===== config.mk =====
export PLATFORM = sky130hd
export DESIGN_NAME = srecord_stream_loader
export DESIGN_NICKNAME = d
export VERILOG_FILES = /design/src/rtl/srl_pkg.sv /design/src/rtl/srl_parser.sv /design/src/rtl/srecord_stream_loader.sv
export SDC_FILE = /design/constraint.sdc
export NUM_CORES = 1
export LEC_CHECK = 0
export ABC_CLOCK_PERIOD_IN_PS = 7400
export BUFFER_PORTS_ARGS = -buffer_cell sky130_fd_sc_hd__clkbuf_2
export CAP_MARGIN = 20
export CORE_UTILIZATION = 43
export DETAILED_ROUTE_END_ITERATION = 7
export GPL_TIMING_DRIVEN = 0
export HOLD_SLACK_MARGIN = 0.15
export PLACE_DENSITY_LB_ADDON = 0.15
export SLEW_MARGIN = 10
export SYNTH_ARGS = -nofsm -noshare
export SYNTH_HDL_FRONTEND = slang
export SYNTH_SLANG_ARGS = --single-unit
export TNS_END_PERCENT = 20

===== constraint.sdc =====
create_clock -name clock -period 7.4 [get_ports clock]
set_input_delay 1.11 -clock clock [delete_from_list [all_inputs] [get_ports clock]]
set_output_delay 1.11 -clock clock [all_outputs]
set_load 0.05 [all_outputs]

===== src/rtl/srl_pkg.sv =====
package srl_pkg;

   localparam int unsigned ADDR_BYTES = 2;
   localparam logic [7:0]  LEN_OVERHEAD = 8'(ADDR_BYTES + 1);
   localparam logic [7:0]  ADDR_COUNT = 8'(ADDR_BYTES);

   localparam logic [7:0] CHAR_S  = 8'h53;
   localparam logic [7:0] CHAR_0  = 8'h30;
   localparam logic [7:0] CHAR_1  = 8'h31;
   localparam logic [7:0] CHAR_2  = 8'h32;
   localparam logic [7:0] CHAR_9  = 8'h39;
   localparam logic [7:0] CHAR_UA = 8'h41;
   localparam logic [7:0] CHAR_UF = 8'h46;
   localparam logic [7:0] CHAR_LA = 8'h61;
   localparam logic [7:0] CHAR_LF = 8'h66;

   localparam logic [3:0] REC_NAME  = 4'd0;
   localparam logic [3:0] REC_INSTR = 4'd1;
   localparam logic [3:0] REC_DATA  = 4'd2;
   localparam logic [3:0] REC_START = 4'd9;
   localparam logic [3:0] REC_OTHER = 4'd15;

   localparam logic [7:0] SUM_GOOD = 8'hFF;

   typedef enum logic [3:0] {
      PH_S    = 4'd0,
      PH_TYPE = 4'd1,
      PH_LEN  = 4'd2,
      PH_ADDR = 4'd3,
      PH_DATA = 4'd4,
      PH_CHK  = 4'd5,
      PH_TERM = 4'd6,
      PH_DONE = 4'd7,
      PH_HALT = 4'd8
   } phase_type;

   typedef enum logic [2:0] {
      KIND_INSTR = 3'd0,
      KIND_DATA  = 3'd1,
      KIND_NAME  = 3'd2,
      KIND_END   = 3'd3,
      KIND_DONE  = 3'd4,
      KIND_ERR   = 3'd5
   } kind_type;

   typedef struct packed {
      logic        valid;
      kind_type    kind;
      logic [15:0] location;
      logic [7:0]  byte_value;
      logic        checksum_ok;
   } result_type;

   // bit 4: digit is valid, bits 3:0: nibble value
   function automatic logic [4:0] hex_decode(input logic [7:0] c);
      logic [4:0] r;
      begin
         case (c) inside
            [CHAR_0:CHAR_9]:   r = {1'b1, 4'(c - CHAR_0)};
            [CHAR_UA:CHAR_UF]: r = {1'b1, 4'(c - CHAR_UA + 8'd10)};
            [CHAR_LA:CHAR_LF]: r = {1'b1, 4'(c - CHAR_LA + 8'd10)};
            default:           r = 5'd0;
         endcase
         return r;
      end
   endfunction

endpackage


===== src/rtl/srl_parser.sv =====
module srl_parser
   import srl_pkg::*;
(
   input  logic       clock,
   input  logic       reset,
   input  logic       take,
   input  logic [7:0] char_in,
   input  logic       new_load,
   output result_type result
);

   phase_type   phase_ff, phase_in;
   logic [3:0]  rec_type_ff, rec_type_in;
   logic [7:0]  bytes_left_ff, bytes_left_in;
   logic [7:0]  byte_index_ff, byte_index_in;
   logic [15:0] rec_addr_ff, rec_addr_in;
   logic [7:0]  sum_ff, sum_in;
   logic [3:0]  high_nib_ff, high_nib_in;
   logic        nib_pend_ff, nib_pend_in;

   phase_type   ph;
   logic [3:0]  cur_type;
   logic [7:0]  cur_left;
   logic [7:0]  cur_index;
   logic [15:0] cur_addr;
   logic [7:0]  cur_sum;
   logic [3:0]  cur_high;
   logic        cur_pend;
   logic [4:0]  hex;
   logic [7:0]  data_byte;
   logic [7:0]  sum_next;
   logic [7:0]  index_inc;
   logic [7:0]  left_dec;

   always_comb begin
      ph        = new_load ? PH_S : phase_ff;
      cur_type  = new_load ? 4'd0 : rec_type_ff;
      cur_left  = new_load ? 8'd0 : bytes_left_ff;
      cur_index = new_load ? 8'd0 : byte_index_ff;
      cur_addr  = new_load ? 16'd0 : rec_addr_ff;
      cur_sum   = new_load ? 8'd0 : sum_ff;
      cur_high  = new_load ? 4'd0 : high_nib_ff;
      cur_pend  = new_load ? 1'b0 : nib_pend_ff;

      hex       = hex_decode(char_in);
      data_byte = {cur_high, hex[3:0]};
      sum_next  = cur_sum + data_byte;
      index_inc = cur_index + 8'd1;
      left_dec  = cur_left - 8'd1;

      phase_in      = ph;
      rec_type_in   = cur_type;
      bytes_left_in = cur_left;
      byte_index_in = cur_index;
      rec_addr_in   = cur_addr;
      sum_in        = cur_sum;
      high_nib_in   = cur_high;
      nib_pend_in   = cur_pend;

      result = '{valid: 1'b0, kind: KIND_END, location: 16'd0,
                 byte_value: 8'd0, checksum_ok: 1'b0};

      case (ph)
         PH_S: begin
            if (char_in != CHAR_S) begin
               phase_in     = PH_HALT;
               result.valid = 1'b1;
               result.kind  = KIND_ERR;
            end else begin
               sum_in      = 8'd0;
               rec_addr_in = 16'd0;
               nib_pend_in = 1'b0;
               phase_in    = PH_TYPE;
            end
         end
         PH_TYPE: begin
            case (char_in)
               CHAR_0:  rec_type_in = REC_NAME;
               CHAR_1:  rec_type_in = REC_INSTR;
               CHAR_2:  rec_type_in = REC_DATA;
               CHAR_9:  rec_type_in = REC_START;
               default: rec_type_in = REC_OTHER;
            endcase
            phase_in = PH_LEN;
         end
         PH_LEN, PH_ADDR, PH_DATA, PH_CHK: begin
            if (!hex[4]) begin
               phase_in     = PH_HALT;
               result.valid = 1'b1;
               result.kind  = KIND_ERR;
            end else if (!cur_pend) begin
               high_nib_in = hex[3:0];
               nib_pend_in = 1'b1;
            end else begin
               nib_pend_in = 1'b0;
               sum_in      = sum_next;
               case (ph)
                  PH_LEN: begin
                     bytes_left_in = (data_byte >= LEN_OVERHEAD) ?
                                     data_byte - LEN_OVERHEAD : 8'd0;
                     byte_index_in = 8'd0;
                     rec_addr_in   = 16'd0;
                     phase_in      = PH_ADDR;
                  end
                  PH_ADDR: begin
                     rec_addr_in   = {cur_addr[7:0], data_byte};
                     byte_index_in = index_inc;
                     if (index_inc >= ADDR_COUNT) begin
                        byte_index_in = 8'd0;
                        phase_in      = (cur_left != 8'd0) ? PH_DATA : PH_CHK;
                     end
                  end
                  PH_DATA: begin
                     byte_index_in = index_inc;
                     bytes_left_in = left_dec;
                     if (left_dec == 8'd0) begin
                        phase_in = PH_CHK;
                     end
                     result.byte_value = data_byte;
                     result.location   = cur_addr + {8'd0, cur_index};
                     case (cur_type)
                        REC_NAME: begin
                           result.valid    = 1'b1;
                           result.kind     = KIND_NAME;
                           result.location = {8'd0, cur_index};
                        end
                        REC_INSTR: begin
                           result.valid = 1'b1;
                           result.kind  = KIND_INSTR;
                        end
                        REC_DATA: begin
                           result.valid = 1'b1;
                           result.kind  = KIND_DATA;
                        end
                        default: result.valid = 1'b0;
                     endcase
                  end
                  default: begin
                     phase_in           = PH_TERM;
                     result.valid       = 1'b1;
                     result.checksum_ok = (sum_next == SUM_GOOD);
                     if (cur_type == REC_START) begin
                        result.kind     = KIND_DONE;
                        result.location = cur_addr;
                     end else begin
                        result.kind = KIND_END;
                     end
                  end
               endcase
            end
         end
         PH_TERM: begin
            phase_in = (cur_type == REC_START) ? PH_DONE : PH_S;
         end
         default: phase_in = ph;
      endcase

      if (!result.valid) begin
         result.location   = 16'd0;
         result.byte_value = 8'd0;
      end
   end

   always_ff @(posedge clock) begin
      if (reset) begin
         phase_ff      <= PH_S;
         rec_type_ff   <= 4'd0;
         bytes_left_ff <= 8'd0;
         byte_index_ff <= 8'd0;
         rec_addr_ff   <= 16'd0;
         sum_ff        <= 8'd0;
         high_nib_ff   <= 4'd0;
         nib_pend_ff   <= 1'b0;
      end else if (take) begin
         phase_ff      <= phase_in;
         rec_type_ff   <= rec_type_in;
         bytes_left_ff <= bytes_left_in;
         byte_index_ff <= byte_index_in;
         rec_addr_ff   <= rec_addr_in;
         sum_ff        <= sum_in;
         high_nib_ff   <= high_nib_in;
         nib_pend_ff   <= nib_pend_in;
      end
   end

   a_halt_silent: assert property (@(posedge clock) disable iff (reset)
      (take && !new_load && phase_ff == PH_HALT) |-> !result.valid)
      else $error("result produced while halted");

   a_pend_phase: assert property (@(posedge clock) disable iff (reset)
      nib_pend_ff |-> (phase_ff == PH_LEN || phase_ff == PH_ADDR ||
                       phase_ff == PH_DATA || phase_ff == PH_CHK || phase_ff == PH_HALT))
      else $error("half byte pending outside a hex field");

   a_end_to_term: assert property (@(posedge clock) disable iff (reset)
      (take && result.valid && (result.kind == KIND_END || result.kind == KIND_DONE))
         |=> phase_ff == PH_TERM)
      else $error("record end not followed by terminator phase");

endmodule


===== src/rtl/srecord_stream_loader.sv =====
// A request is registered, then parsed once the output register is free; its result is registered and put on rsp.
// Throughput: one request per cycle, with or without a result, while rsp_tready is high.
// A request is taken while an earlier result still waits in the output register.
// Reset (synchronous, active high) empties both registers and returns the parser
// to the start of a file, waiting for the S of the first record.
module srecord_stream_loader
   import srl_pkg::*;
(
   input  logic        clock,
   input  logic        reset,
   input  logic        req_tvalid,
   output logic        req_tready,
   input  logic [7:0]  req_tdata,   // [7:0] char_in
   input  logic        req_tuser,   // [0] new_load
   output logic        rsp_tvalid,
   input  logic        rsp_tready,
   output logic [31:0] rsp_tdata,   // [15:0] location, [23:16] byte_value, [24] checksum_ok
   output logic [2:0]  rsp_tuser    // [2:0] kind
);

   logic       in_valid_ff, in_valid_in;
   logic [7:0] in_char_ff;
   logic       in_new_ff;

   logic        out_valid_ff, out_valid_in;
   kind_type    out_kind_ff;
   logic [15:0] out_loc_ff;
   logic [7:0]  out_byte_ff;
   logic        out_ok_ff;

   logic       advance;
   logic       req_accept;
   result_type result;

   assign advance    = in_valid_ff && (!out_valid_ff || rsp_tready);
   assign req_tready = !in_valid_ff || advance;
   assign req_accept = req_tvalid && req_tready;

   always_comb begin
      in_valid_in = in_valid_ff;
      if (req_accept) begin
         in_valid_in = 1'b1;
      end else if (advance) begin
         in_valid_in = 1'b0;
      end
      out_valid_in = out_valid_ff;
      if (advance) begin
         out_valid_in = result.valid;
      end else if (rsp_tready) begin
         out_valid_in = 1'b0;
      end
   end

   always_ff @(posedge clock) begin
      if (reset) begin
         in_valid_ff  <= 1'b0;
         out_valid_ff <= 1'b0;
      end else begin
         in_valid_ff  <= in_valid_in;
         out_valid_ff <= out_valid_in;
      end
   end

   always_ff @(posedge clock) begin
      if (req_accept) begin
         in_char_ff <= req_tdata;
         in_new_ff  <= req_tuser;
      end
      if (advance) begin
         out_kind_ff <= result.kind;
         out_loc_ff  <= result.location;
         out_byte_ff <= result.byte_value;
         out_ok_ff   <= result.checksum_ok;
      end
   end

   srl_parser u_parser (
      .clock    (clock),
      .reset    (reset),
      .take     (advance),
      .char_in  (in_char_ff),
      .new_load (in_new_ff),
      .result   (result)
   );

   assign rsp_tvalid = out_valid_ff;
   assign rsp_tuser  = out_kind_ff;
   assign rsp_tdata  = {7'd0, out_ok_ff, out_byte_ff, out_loc_ff};

   a_kind_range: assert property (@(posedge clock) disable iff (reset)
      rsp_tvalid |-> rsp_tuser <= KIND_ERR)
      else $error("result kind out of range");

   a_err_clean: assert property (@(posedge clock) disable iff (reset)
      (rsp_tvalid && rsp_tuser == KIND_ERR) |-> (rsp_tdata == 32'd0))
      else $error("format error carries payload");

   a_no_loss: assert property (@(posedge clock) disable iff (reset)
      (in_valid_ff && out_valid_ff && !rsp_tready) |=> in_valid_ff)
      else $error("pending request dropped while output stalled");

endmodule


After elaboration in Yosys (flattened, before gate mapping). Index checks and enable logic that the tools add are counted.

Flip-flop bits (word level): 92. Input bits: 13.

$add $sub $neg: 10. Order comparisons: 8. Eq/ne operators: 15. Muxes and demuxes: 64. Bitwise logic cells: 3. Reduce and logical (&&, ||, !) cells: 22.

Operators with widths (count): two-way mux 8 bit (15); two-way mux 16 bit (6); one-hot mux 16 bit (2 select lines) (2); two-way mux 4 bit (14); one-hot mux 20 bit (2 select lines) (1); == test 8 x 6 -> 1 bit (second input constant) (4); one-hot mux 4 bit (4 select lines) (2); one-hot mux 8 bit (2 select lines) (2); two-way mux 29 bit (1); one-hot mux 8 bit (3 select lines) (1); adder 16 x 8 -> 16 bit (1); >= comparator 8 x 2 -> 1 bit (second input constant) (2); >= comparator 8 x 7 -> 1 bit (second input constant) (2); less-or-equal comparator 8 x 7 -> 1 bit (second input constant) (2); two-way mux 5 bit (3); == test 4 x 2 -> 1 bit (second input constant) (3); == test 4 x 3 -> 1 bit (second input constant) (3); one-hot mux 4 bit (3 select lines) (1); subtractor 4 x 1 -> 4 bit (second input constant) (3); two-way mux 1 bit (11); adder 4 bit (second input constant) (2); adder 8 x 1 -> 8 bit (second input constant) (1); adder 8 bit (1); == test 4 x 1 -> 1 bit (second input constant) (2); other kinds (25) (37).

Depth between registers and ports, before layout.
Depth after elaboration: 12. Mapped depth: 18. Mapped depth without buffers: 15.

By module. Synthesis repeated with hierarchy kept, for this count alone.

Cells, all modules: 770. Area total of the unflattened synthesis: 6251.0 um2.

By module, submodules not included: srl_parser (times used 1, cells each 714, area an instance 4972.3 um2, sequential area each 1061.0 um2); srecord_stream_loader (times used 1, cells each 56, area an instance 1278.7 um2, sequential area each 1151.1 um2).

Least setup slack after synthesis. No wires, ideal clock.

Path kind: reg2reg. Start: register in_new_ff. End: register out_loc_ff[14] (data pin). Data arrival time: 3.420 ns. Required time: 7.134 ns. Slack: 3.714 ns. Cell stages (with the launch flop): 19. Clock period less this slack: 3.686 ns. Path through: edfxtp_1 buf_4 buf_6 buf_2 buf_1 clkbuf_1 clkbuf_1 nor2b_1 ha_1 inv_1 fa_1 nor2b_1 o21ai_0 a21oi_1 o21ai_0 a2111oi_0 xnor2_1 a2bb2oi_1 nor2_1.

Longest elaborated chain between the ends: 9. Elaborated cells between the ends (all ways): 26. Classes of those cells: add/sub (1); eq/ne (7); mux (12); reduce/logical (6).

Ends and longest elaborated chain: start: declaration (RTL line srecord_stream_loader.sv:23) `logic in_new_ff;`; start signal: assignment (RTL line srecord_stream_loader.sv:67) `in_new_ff <= req_tuser;`; two-way mux 4 bit (RTL line srl_parser.sv:37) `cur_type = new_load ? 4'd0 : rec_type_ff;`; == test 4 x 1 -> 1 bit, or another cell as far along (RTL line srl_parser.sv:121) `case (cur_type)`; OR reduction 3 bit (no line); two-way mux 1 bit (RTL line srl_parser.sv:121); one-hot mux 20 bit (2 select lines) (RTL line srl_parser.sv:97) `case (ph)`; two-way mux 29 bit (RTL line srl_parser.sv:91) `end else if (!cur_pend) begin`; two-way mux 4 bit (RTL line srl_parser.sv:87) `if (!hex[4]) begin`; one-hot mux 4 bit (2 select lines) (RTL line srl_parser.sv:63) `case (ph)`; AND reduction 4 bit (no line); end signal: assignment (RTL line srecord_stream_loader.sv:71) `out_loc_ff <= result.location;`; end: declaration (RTL line srecord_stream_loader.sv:27) `logic [15:0] out_loc_ff;`.

Several ways; a longest one is shown, not always the timed one. A chain may end at the register's enable or synchronous reset.

Worst setup path after layout.
Start: register in_new_ff. End: register out_loc_ff[6] (data pin).

The elaborated chain is that of the path after synthesis.

==> results.txt <==
Top FF cell, synth: dfxtp_1
DR vias/cell: 6.09
Initial Util: 44.6%
post-route ant nets: 0
first-pass GRT wire length: 29900 um
routability cong.: 0.902
post-layout util: 50.6%
clk buf depth: 2
CP max stage cell: buf_1
Slew Viols, Final: 0
Detailed Routing Iterations Pass 1: 8
largest cells by area after synthesis: edfxtp_1 (18%), dfxtp_1 (18%), nor2_1 (6.3%)
# nets final: 847
Port Buffers: 42
setup TNS: 0 ns
hold_buf cts: 0
Clock Latency Late Sink: 0.35 ns
post-cts sizing count: 0
Async SR Flop Fraction: 0%
most frequent cells in the layout: nor2_1 (105), nand2_1 (58), a21oi_1 (57), dfxtp_1 (55), clkbuf_2 (43)
Seq. cell area: 2210 um2
largest net degree at the start of global routing: 21
die area: 15000 um2
Yosys reg bits: 92
Worst Max-Slew Pin Slew: 0.761 ns
CP endpoint kind: register
CP dominant cell by count: nor2b_1
die width: 123 um
synthesized area: 6260 um2
Yosys cell types: 87
Required @ worst endpoint: 7.49 ns
row cnt: 43
Ant. Diodes: 0
dpl hpwl: 14200 um
clk sinks: 92
fillers: 1370
average wire per standard cell: 19.3 um
commonest non-fill, non-tap cell in the layout: nor2_1
initial antenna violation count: 0
sequential fraction of the synthesis area: 35.3%
gr usage total: 26.3%
Leak Pwr: 0.00262 uW
min-delay worst type: reg -> reg
vias in the first global route: 5609
initial DRC count: 621
fin crit period: 5.00 ns
worst path bufs/invs: 7
CTS Buf Count: 9
total gr overflow: 0
clock transition at the registers of the reported paths: 0.07 ns
Top delay family on crit path: buffers and inverters
H-tree Lvls: 3
Area Growth Syn to Fin: 13.5%
critical path type: reg -> reg
maximum vdd ir drop: 0.000145 V
Final Setup Violations: 0
IO Count: 50
Core Area: 14000 um2
YS warnings: 0
area of the multi-input gates: 3730 um2
syn avg cell area: 8.37 um2
CTS tree: built
skew final: 0.0117 ns
Post CTS Setup Buffer Count: 0
max-cap violation count: 0
Residual DRC: 0
worst path cell trace: buf_4 > buf_6 > buf_2 > buf_1 > clkbuf_1 > clkbuf_1 > nor2b_1 > ha_1 > inv_1 > fa_1 > nor2b_1 > o21ai_0 > a21oi_1 > o21ai_0 > nor2b_1 > xnor2_1 > a222oi_1 > nor2_1
f_max: 0.200 GHz
critical path arrival: 5.09 ns
slowest cell delay on critical path: 0.59 ns
RSZ-0062 raised after global routing: no
Hold Vio Cnt, Final: 0
Final Cycle Share: 67.6%
Worst slew margin: 48.8%
die extent in y: 123 um
outcome: finished, final reports clean
Synth Instances: 748
pwr dens: 173 nW/um2
root buffer cell: clkbuf_16
routed vias: 6052
Max FO, Critical Path: 10
Yosys top cell area share: 17.7%
cell taking the most area after synthesis: edfxtp_1
routed wire length: 19200 um
fraction of layout cells with a size suffix above 1: 13.9%
Post-synth EDFFs: 37
type of element launching the critical path: register
-- sequential cells by signal (all words and copies together), names as in the netlist --
name,count
in_char_ff,8
in_new_ff,1
in_valid_ff,1
out_byte_ff,8
out_loc_ff,16
out_ok_ff,1
rsp_tuser,3
rsp_tvalid,1
u_parser.byte_index_ff,8
u_parser.bytes_left_ff,8
u_parser.high_nib_ff,4
u_parser.nib_pend_ff,1
u_parser.phase_ff,4
u_parser.rec_addr_ff,16
u_parser.rec_type_ff,4
u_parser.sum_ff,8
-- area by class of cell --
cell class	count	share of cell area [%]
inverters	29	1.57
plain buffers	44	3.24
repair buffers	43	3.35
clock inverters	4	0.793
flip-flops and latches	92	31.1
well taps	180	3.17
clock buffers	12	4.23
multi-input cells	589	52.5
-- cells by family after synthesis --
group                    synth area share, %
AO/OA/AOI/OAI                           23.3
XOR/XNOR                                3.36
adder cells (fa/ha/maj)                 5.60
buffers and inverters                   5.44
flip-flops                              35.3
multiplexers                           0.979
other                                 0.0599
AND/OR/NAND/NOR                         26.0
-- where the power goes --
part	switching, uW	total (uW)	leakage [uW]	internal (uW)
registers	6.64	544	0.000812	538
clock network	214	540	0.000175	326
logic	108	148	0.00163	39.5
-- metrics by stage --
step / instance area, um2 / setup slack [ns] / cells / total power (uW) / hold slack (ns)
floorplan: 6280 / 3.71 / 754 / 658 / 0.432
global placement: 6720 / 2.56 / 976 / 699 / 0.441
detailed placement: 6750 / 2.49 / 977 / 702 / 0.448
CTS: 7100 / 2.48 / 993 / 1240 / 0.457
global route: 7100 / 2.10 / 993 / 1270 / 0.499
finish: 7100 / 2.40 / 993 / 1230 / 0.458
-- worst paths after layout --
path	start	end	slack, ns	cells after the start
setup / recovery	in_new_ff	out_loc_ff[6]	2.40	18
hold / removal	u_parser.sum_ff[1]	u_parser.sum_ff[1]	0.46	2
setup reg to reg	in_new_ff	out_loc_ff[6]	2.40	18
hold reg to reg	u_parser.sum_ff[1]	u_parser.sum_ff[1]	0.46	2
-- worst register-to-register path: stages (launching register included) --
cell	delay, ns
edfxtp_1	0.33
buf_4	0.20
buf_6	0.20
buf_2	0.29
buf_1	0.59
clkbuf_1	0.49
clkbuf_1	0.51
nor2b_1	0.11
ha_1	0.23
inv_1	0.07
fa_1	0.20
nor2b_1	0.06
o21ai_0	0.23
a21oi_1	0.13
o21ai_0	0.39
nor2b_1	0.23
xnor2_1	0.08
a222oi_1	0.34
nor2_1	0.07
-- metal layers --
layer	global-route usage (%)	wire length, um	part of all wire (%)	vias up
met3	3.95	1380	7.2	46
met5	0	0	0	-
met4	12.7	646	3.4	0
met2	44.1	9000	47	270
met1	33.0	8170	43	2881
li1	-	-	-	2855
-- cell usage after synthesis (all sizes together) (3+ instances only) --
cell and count:
a211o 3, inv 28, nand4 9, a222oi 3, a211oi 7, nand3 16
and3 7, xnor2 18, o21ai 46, and2 8, o31ai 6, a21oi 61
a32oi 3, nor2 105, nor2b 32, a311oi 8, a21o 8, nand3b 8
nor3b 3, or4 3, nor3 24, or3 8, buf 25, o211ai 8
nor4b 6, nand2b 6, dfxtp 55, xor2 6, nand2 60, nand4b 7
a31oi 6, ha 24, clkbuf 19, a22oi 28, mux2i 5, edfxtp 37
or2 4
No activity file was read; power rests on OpenSTA's default activity.
